## config.mk

```make
export PLATFORM = sky130hd
export DESIGN_NAME = efi_ctrl
export DESIGN_NICKNAME = d
export VERILOG_FILES = /design/src/rtl/core/efi_pkg.sv /design/src/rtl/core/efi_ctrl.sv
export SDC_FILE = /design/constraint.sdc
export NUM_CORES = 1
export LEC_CHECK = 0
export BUFFER_PORTS_ARGS = -buffer_cell sky130_fd_sc_hd__buf_2
export CAP_MARGIN = 20
export CORE_UTILIZATION = 26
export CTS_BUF_LIST = sky130_fd_sc_hd__clkbuf_4
export DETAILED_ROUTE_END_ITERATION = 10
export SLEW_MARGIN = 20
export SYNTH_ARGS = -nofsm -noshare
export SYNTH_HDL_FRONTEND = slang
export SYNTH_SLANG_ARGS = --single-unit
export TNS_END_PERCENT = 100
```

## constraint.sdc

```tcl
create_clock -name aclk -period 1.5 [get_ports aclk]
set_input_delay 0.3 -clock aclk [delete_from_list [all_inputs] [get_ports aclk]]
set_output_delay 0.3 -clock aclk [all_outputs]
set_load 0.005 [all_outputs]
```

## src/rtl/core/efi_pkg.sv

```systemverilog
package efi_pkg;

    // Default sizing
    localparam int SOURCE_SAMPLES_DEF = 121;
    localparam int FRACTION_BITS_DEF  = 8;

    // Field widths
    localparam int COORD_W = 15;
    localparam int STEP_W  = 9;
    localparam int RATIO_W = 17;
    localparam int HALF_W  = 13;
    localparam int ADS_W   = 32;
    localparam int AMP_W   = 16;
    localparam int WGT_W   = 16;
    localparam int WIDX_W  = 8;
    localparam int ACC_W   = 63;
    localparam int VIS_W   = 17;
    localparam int CFG_IDX_W  = 3;
    localparam int CFG_DATA_W = 32;
    localparam int S_DATA_W   = 56;
    localparam int M_DATA_W   = 80;

    localparam logic [ACC_W-1:0] SAT63 = {ACC_W{1'b1}};

    // Register reset values
    localparam logic [STEP_W-1:0] STEP_RST = STEP_W'(26);
    localparam logic [AMP_W-1:0]  AMP_RST  = AMP_W'(256);

    typedef enum logic [CFG_IDX_W-1:0] {
        CFG_JAW_RATIO     = 3'd0,
        CFG_HALF_JAW_X    = 3'd1,
        CFG_HALF_JAW_Y    = 3'd2,
        CFG_AXIS_DIST_SQ  = 3'd3,
        CFG_INV_SQUARE_ON = 3'd4,
        CFG_SOURCE_STEP   = 3'd5,
        CFG_AMPLITUDE     = 3'd6,
        CFG_GEOMETRY_OK   = 3'd7
    } cfg_idx_t;

    localparam logic OP_LOAD    = 1'b0;
    localparam logic OP_COMPUTE = 1'b1;

    typedef enum logic [3:0] {
        ST_IDLE,
        ST_ADDR,
        ST_GEO,
        ST_TEST,
        ST_DECIDE,
        ST_DIV,
        ST_NEXT,
        ST_SCALE_INIT,
        ST_SCALE,
        ST_OUT
    } state_t;

    typedef struct packed {
        logic load;
        logic start;
        logic calc_s;
        logic calc_geo;
        logic calc_test;
        logic add_direct;
        logic div_start;
        logic div_step;
        logic add_div;
        logic count_inc;
        logic advance;
        logic scale_start;
        logic scale_step;
        logic out_load;
    } cmd_t;

    typedef struct packed {
        logic geom_valid;
        logic inv_on;
        logic visible;
        logic last_sample;
        logic div_done;
        logic scale_done;
    } sts_t;

    // Saturating add of two values that are each at most 2^63-1
    function automatic logic [ACC_W-1:0] sat_add(input logic [ACC_W-1:0] a,
                                                 input logic [ACC_W-1:0] b);
        logic [ACC_W:0] sum;
        sum = {1'b0, a} + {1'b0, b};
        return sum[ACC_W] ? SAT63 : sum[ACC_W-1:0];
    endfunction

endpackage

```

## src/rtl/core/efi_ctrl.sv

```systemverilog
module efi_ctrl
    import efi_pkg::*;
(
    input  logic aclk,
    input  logic aresetn,
    input  logic s_tvalid,
    input  logic s_op,
    output logic s_tready,
    output logic m_tvalid,
    input  logic m_tready,
    input  sts_t sts,
    output cmd_t cmd
);

    state_t state_reg, state_next;
    logic   out_valid_reg, out_valid_next;

    // State and output valid registers
    always_ff @(posedge aclk) begin
        if (!aresetn) begin
            state_reg     <= ST_IDLE;
            out_valid_reg <= 1'b0;
        end else begin
            state_reg     <= state_next;
            out_valid_reg <= out_valid_next;
        end
    end

    assign m_tvalid = out_valid_reg;

    // Sequence one request through the sample walk
    always_comb begin
        cmd            = '0;
        state_next     = state_reg;
        s_tready       = 1'b0;
        out_valid_next = out_valid_reg && !m_tready;
        case (state_reg)
            ST_IDLE: begin
                s_tready = 1'b1;
                if (s_tvalid) begin
                    if (s_op == OP_LOAD) begin
                        cmd.load = 1'b1;
                    end else begin
                        cmd.start  = 1'b1;
                        state_next = sts.geom_valid ? ST_ADDR : ST_SCALE_INIT;
                    end
                end
            end
            ST_ADDR: begin
                cmd.calc_s = 1'b1;
                state_next = ST_GEO;
            end
            ST_GEO: begin
                cmd.calc_geo = 1'b1;
                state_next   = ST_TEST;
            end
            ST_TEST: begin
                cmd.calc_test = 1'b1;
                state_next    = ST_DECIDE;
            end
            ST_DECIDE: begin
                state_next = ST_NEXT;
                if (sts.visible) begin
                    cmd.count_inc = 1'b1;
                    if (sts.inv_on) begin
                        cmd.div_start = 1'b1;
                        state_next    = ST_DIV;
                    end else begin
                        cmd.add_direct = 1'b1;
                    end
                end
            end
            ST_DIV: begin
                if (sts.div_done) begin
                    cmd.add_div = 1'b1;
                    state_next  = ST_NEXT;
                end else begin
                    cmd.div_step = 1'b1;
                end
            end
            ST_NEXT: begin
                cmd.advance = 1'b1;
                state_next  = sts.last_sample ? ST_SCALE_INIT : ST_ADDR;
            end
            ST_SCALE_INIT: begin
                cmd.scale_start = 1'b1;
                state_next      = ST_SCALE;
            end
            ST_SCALE: begin
                if (sts.scale_done) begin
                    state_next = ST_OUT;
                end else begin
                    cmd.scale_step = 1'b1;
                end
            end
            ST_OUT: begin
                // Hold until the output register is free
                if (!out_valid_reg || m_tready) begin
                    cmd.out_load   = 1'b1;
                    out_valid_next = 1'b1;
                    state_next     = ST_IDLE;
                end
            end
            default: begin
                state_next = ST_IDLE;
            end
        endcase
    end

endmodule

```

# Word level (Yosys, flattened, before mapping)

Cells that the tools add are included.

Add/sub/neg operators: 0
$mul: 0
Div/mod/pow operators: 0
Magnitude comparators: 0
Equality and inequality tests: 14
Shifts and indexed selects: 0
Multiplexer cells: 35
Bitwise gates (word level): 0
Reduce and logical (&&, ||, !) cells: 6

Operator list:

| cell                                                                  | number |
|---|---|
| 4-bit case mux with 10 select lines                                   | 1 |
| 1-bit 2-to-1 mux                                                      | 20 |
| 4-bit 2-to-1 mux                                                      | 5 |
| 4-bit by 3-bit equality test with 1-bit output, second input constant | 4 |
| 2-bit 2-to-1 mux                                                      | 7 |
| 2-bit != test, second input constant                                  | 5 |
| 4-bit by 2-bit equality test with 1-bit output, second input constant | 2 |
| 4-bit equality test, second input constant                            | 2 |
| 3-bit 2-to-1 mux                                                      | 2 |
| 5-bit AND reduction                                                   | 1 |
| 4-bit by 1-bit equality test with 1-bit output, second input constant | 1 |
| 4-bit zero test                                                       | 1 |
| 1-bit zero test                                                       | 2 |
| 1-bit logical AND                                                     | 1 |
| 1-bit logical OR                                                      | 1 |

Flip-flop bits (word level): 5
Latch bits: 0
RAM bits: 0
ROM bits: 0
Input bits: 11
Output and inout port bits: 16
Word-level logic and storage cells: 57
Memories: 0

# Longest topological paths before layout

Depth in word-level cells: 4
Depth in mapped cells: 4
Gate-level depth less buffers: 3

# Least setup slack after synthesis

No wires, ideal clock.

Path kind: flip-flop to output port
Start: reg state_reg[3]
End: out cmd[8] in the netlist's numbering
Data arrival time: 1.081 ns
Data required time: 1.200 ns
Slack: 0.119 ns
Cell stages (with the launch flop): 4
Path buffers: 0
Cell sequence: dfxtp_1 -> or2_4 -> nor4b_4 -> nor2b_1

RTL lines:

| element                  | line           | text |
|---|---|---|
| start: declaration       | efi_ctrl.sv:15 | `state_t state_reg, state_next;` |
| start signal: assignment | efi_ctrl.sv:24 | `state_reg <= state_next;` |
| end: declaration         | efi_ctrl.sv:12 | `output cmd_t cmd` |

==> impl_metrics.csv <==
group,metric,value,unit
die,io-pin-count,27,
worst_setup_path,slowest_stage,"dfxtp_2",
pwr,p_leak,0.375,nW
finish,multi_input_area,368,µm²
worst_setup_path,cp.arrival,1320,ps
timing,final.setup.tns,-635,ps
finish,antenna_cells,0,
route,wl_per_cell,10.1,µm
clock_network,clk_latency,230,ps
clock_network,cts_tree,"built",
timing,rsz0062_at_grt,"yes",
die,die_w,45.1,µm
min_path,hold_class,"input pin to register",
logic_synthesis,synth_area_leaders,"dfxtp_1 (21%), nand2b_1 (6.5%), nor4b_4 (4.9%)",
logic_synthesis,synth_cell_types,32,
worst_setup_path,worstSetupStartpointType,"register",
pwr,vdd_drop_max,0.000595,V
finish,final-seq-area,110,µm²
timing,tightest_slew,304,ps
grt,grt.overflow.total,0,
die,start_util,0.280,
timing,period_share,1.08,
worst_setup_path,critical_path_depth,5,
timing,finalCriticalPeriod,1620,ps
worst_setup_path,crit_path_max_incr_delay,310,ps
job,cap_viol_max_count,0,
clock_network,cts_root_buffer,"clkbuf_4",
grt,grt_start_max_net_pins,14,
logic_synthesis,synth_top_cell_area_share,0.207,
worst_setup_path,cp-endpoint,"cmd[5]",
worst_setup_path,crit_required,1200,ps
route,first_pass_iters,2,
worst_setup_path,rr_endpoint,"state_reg[0]",
worst_setup_path,r2r_setup_slack,60,ps
finish,largest_register_ffs,4,
outcome,status,"finished with violations",
logic_synthesis,ys_ff_latch,5,
grt,grt_pass1_vias,454,
finish,instances_no_fill,121,
finish,syn_to_final_growth,61.7,%
die,core-area,0.00173,mm²
worst_setup_path,cp_top_family,"simple AND/OR/NAND/NOR gates",
route,drtAntennaViolNets,0,
finish,drive_gt1_frac,0.604,
route,finalWirelength,1220,µm
worst_setup_path,r2r_cells,6,
logic_synthesis,ys_async_sr_fraction,0,
logic_synthesis,syn_inst,58,
placement,dpl.cell_count,111,
clock_network,cts-buffers-inserted,3,
outcome,violations,"negative setup slack",
finish,final_area,781,µm²
die,rows,15,
timing,fin_skew,0.914,ps
placement,io_buffers,26,
clock_network,cts.htree.levels,1,
logic_synthesis,yosys.area.top_type,"dfxtp_1",
placement,dp_worst_setup_slack,72.0,ps
logic_synthesis,synth_fp_nets,69,
worst_setup_path,crit_buf_inv,3,
worst_setup_path,crit-reg2reg-launch,"state_reg[1]",
timing,relSlewSlack,0.797,
worst_setup_path,end_kind,"output pin",
finish,layout_common_cells,"buf_2 (25), buf_4 (9)",
placement,dpl-instance-area,656,µm²
timing,setup_viol,7,
timing,timing_hold_violations_final,0,
clock_network,path_clk_slew,40,ps
logic_synthesis,yosysSeqAreaShare,0.207,
timing,drv_slew,0,
logic_synthesis,synth_edf_count,0,
worst_setup_path,cp_max_fo,4,
placement,dp_hpwl,918,µm
logic_synthesis,synthFlopType,"dfxtp_1",
clock_network,clockBufferDepth,2,
worst_setup_path,worstSetupPathType,"register to output pin",
finish,layout_commonest_cell,"buf_2",
route,drtIter0Drc,1,
worst_setup_path,crit_chain,"or2_4 -> buf_4 -> buf_6 -> nor3_2 -> buf_2",
logic_synthesis,yosysWarnings,0,
worst_setup_path,crit_path_start,"state_reg[3]",
clock_network,cts_sinks,5,
grt,antenna_found_initial,0,
die,dieArea,0.00203,mm²
route,drc,0,
finish,fin_util,0.452,
finish,fillCellCount,190,
route,viasPerCell,4.53,
timing,final.setup.worst_slack,-122,ps
grt,grt_pass1_wl,1790,µm
logic_synthesis,avgSynthCellArea,8.33,µm²
die,die_h,45.1,µm
finish,fin_nets,108,
timing,maxClockFrequency,617,MHz
route,vias,548,
placement,gp_congestion,0.683,
pwr,p_per_area,1570,mW/mm²
logic_synthesis,synth_area,483,µm²
grt,grt_usage,0.120,
report_power, final:
group          internal (mW)  switching, mW  leakage [nW]
combinational          0.467          0.319         0.314
sequential             0.185         0.0822        0.0431
clock                  0.118         0.0503        0.0184
final cells by class:
class | count | area share
multi-input cells | 46 | 0.471
repair buffers | 37 | 0.290
flip-flops and latches | 5 | 0.141
well taps | 25 | 0.0401
clock buffers | 4 | 0.0385
inverters | 4 | 0.0192
kinds of logic after synthesis:
logic type	Yosys count	share of synthesized area
buf+inv	7	0.0855
compound gates	13	0.210
simple gates	33	0.497
flops	5	0.207
stage by stage:
step                      hold slack [ps]  power (mW)
after global placement                550       0.816
final                                 309        1.22
after floorplan                       418       0.672
after global routing                  314        1.32
after detailed placement              555       0.824
after CTS                             307        1.08
synthesized netlist by cell type (2+ instances only):
library cell / count
inv_1: 4
buf_4: 2
nand2b_1: 5
nor3_1: 3
o21ai_0: 2
nand2_1: 4
nor2b_1: 3
a21oi_1: 3
nor2_1: 5
dfxtp_1: 5
per-layer routing:
metal,share of wire,global-route usage,up-vias
li1,-,-,292
met3,0.034,0.0120,0
met4,0,0.0545,0
met5,0,0,-
met1,0.45,0.146,242
met2,0.51,0.212,14
worst min path at each step:
stage,start,to,slack (ps),cells past startpoint
global placement,aresetn,state_reg[0],550,2
CTS,aresetn,state_reg[0],310,2
global route,aresetn,state_reg[0],310,2
floorplan,aresetn,state_reg[3],420,1
detailed placement,aresetn,state_reg[0],550,2
finish,aresetn,state_reg[0],310,2
timing repair:
action | in CTS | in global routing
gates resized for setup | 6 | 9
hold buffers | 0 | 0
setup buffers | 2 | 4
setup endpoints to repair | 12 | 13
pin swaps | 3 | 4
No activity file was read; power rests on OpenSTA's default activity.
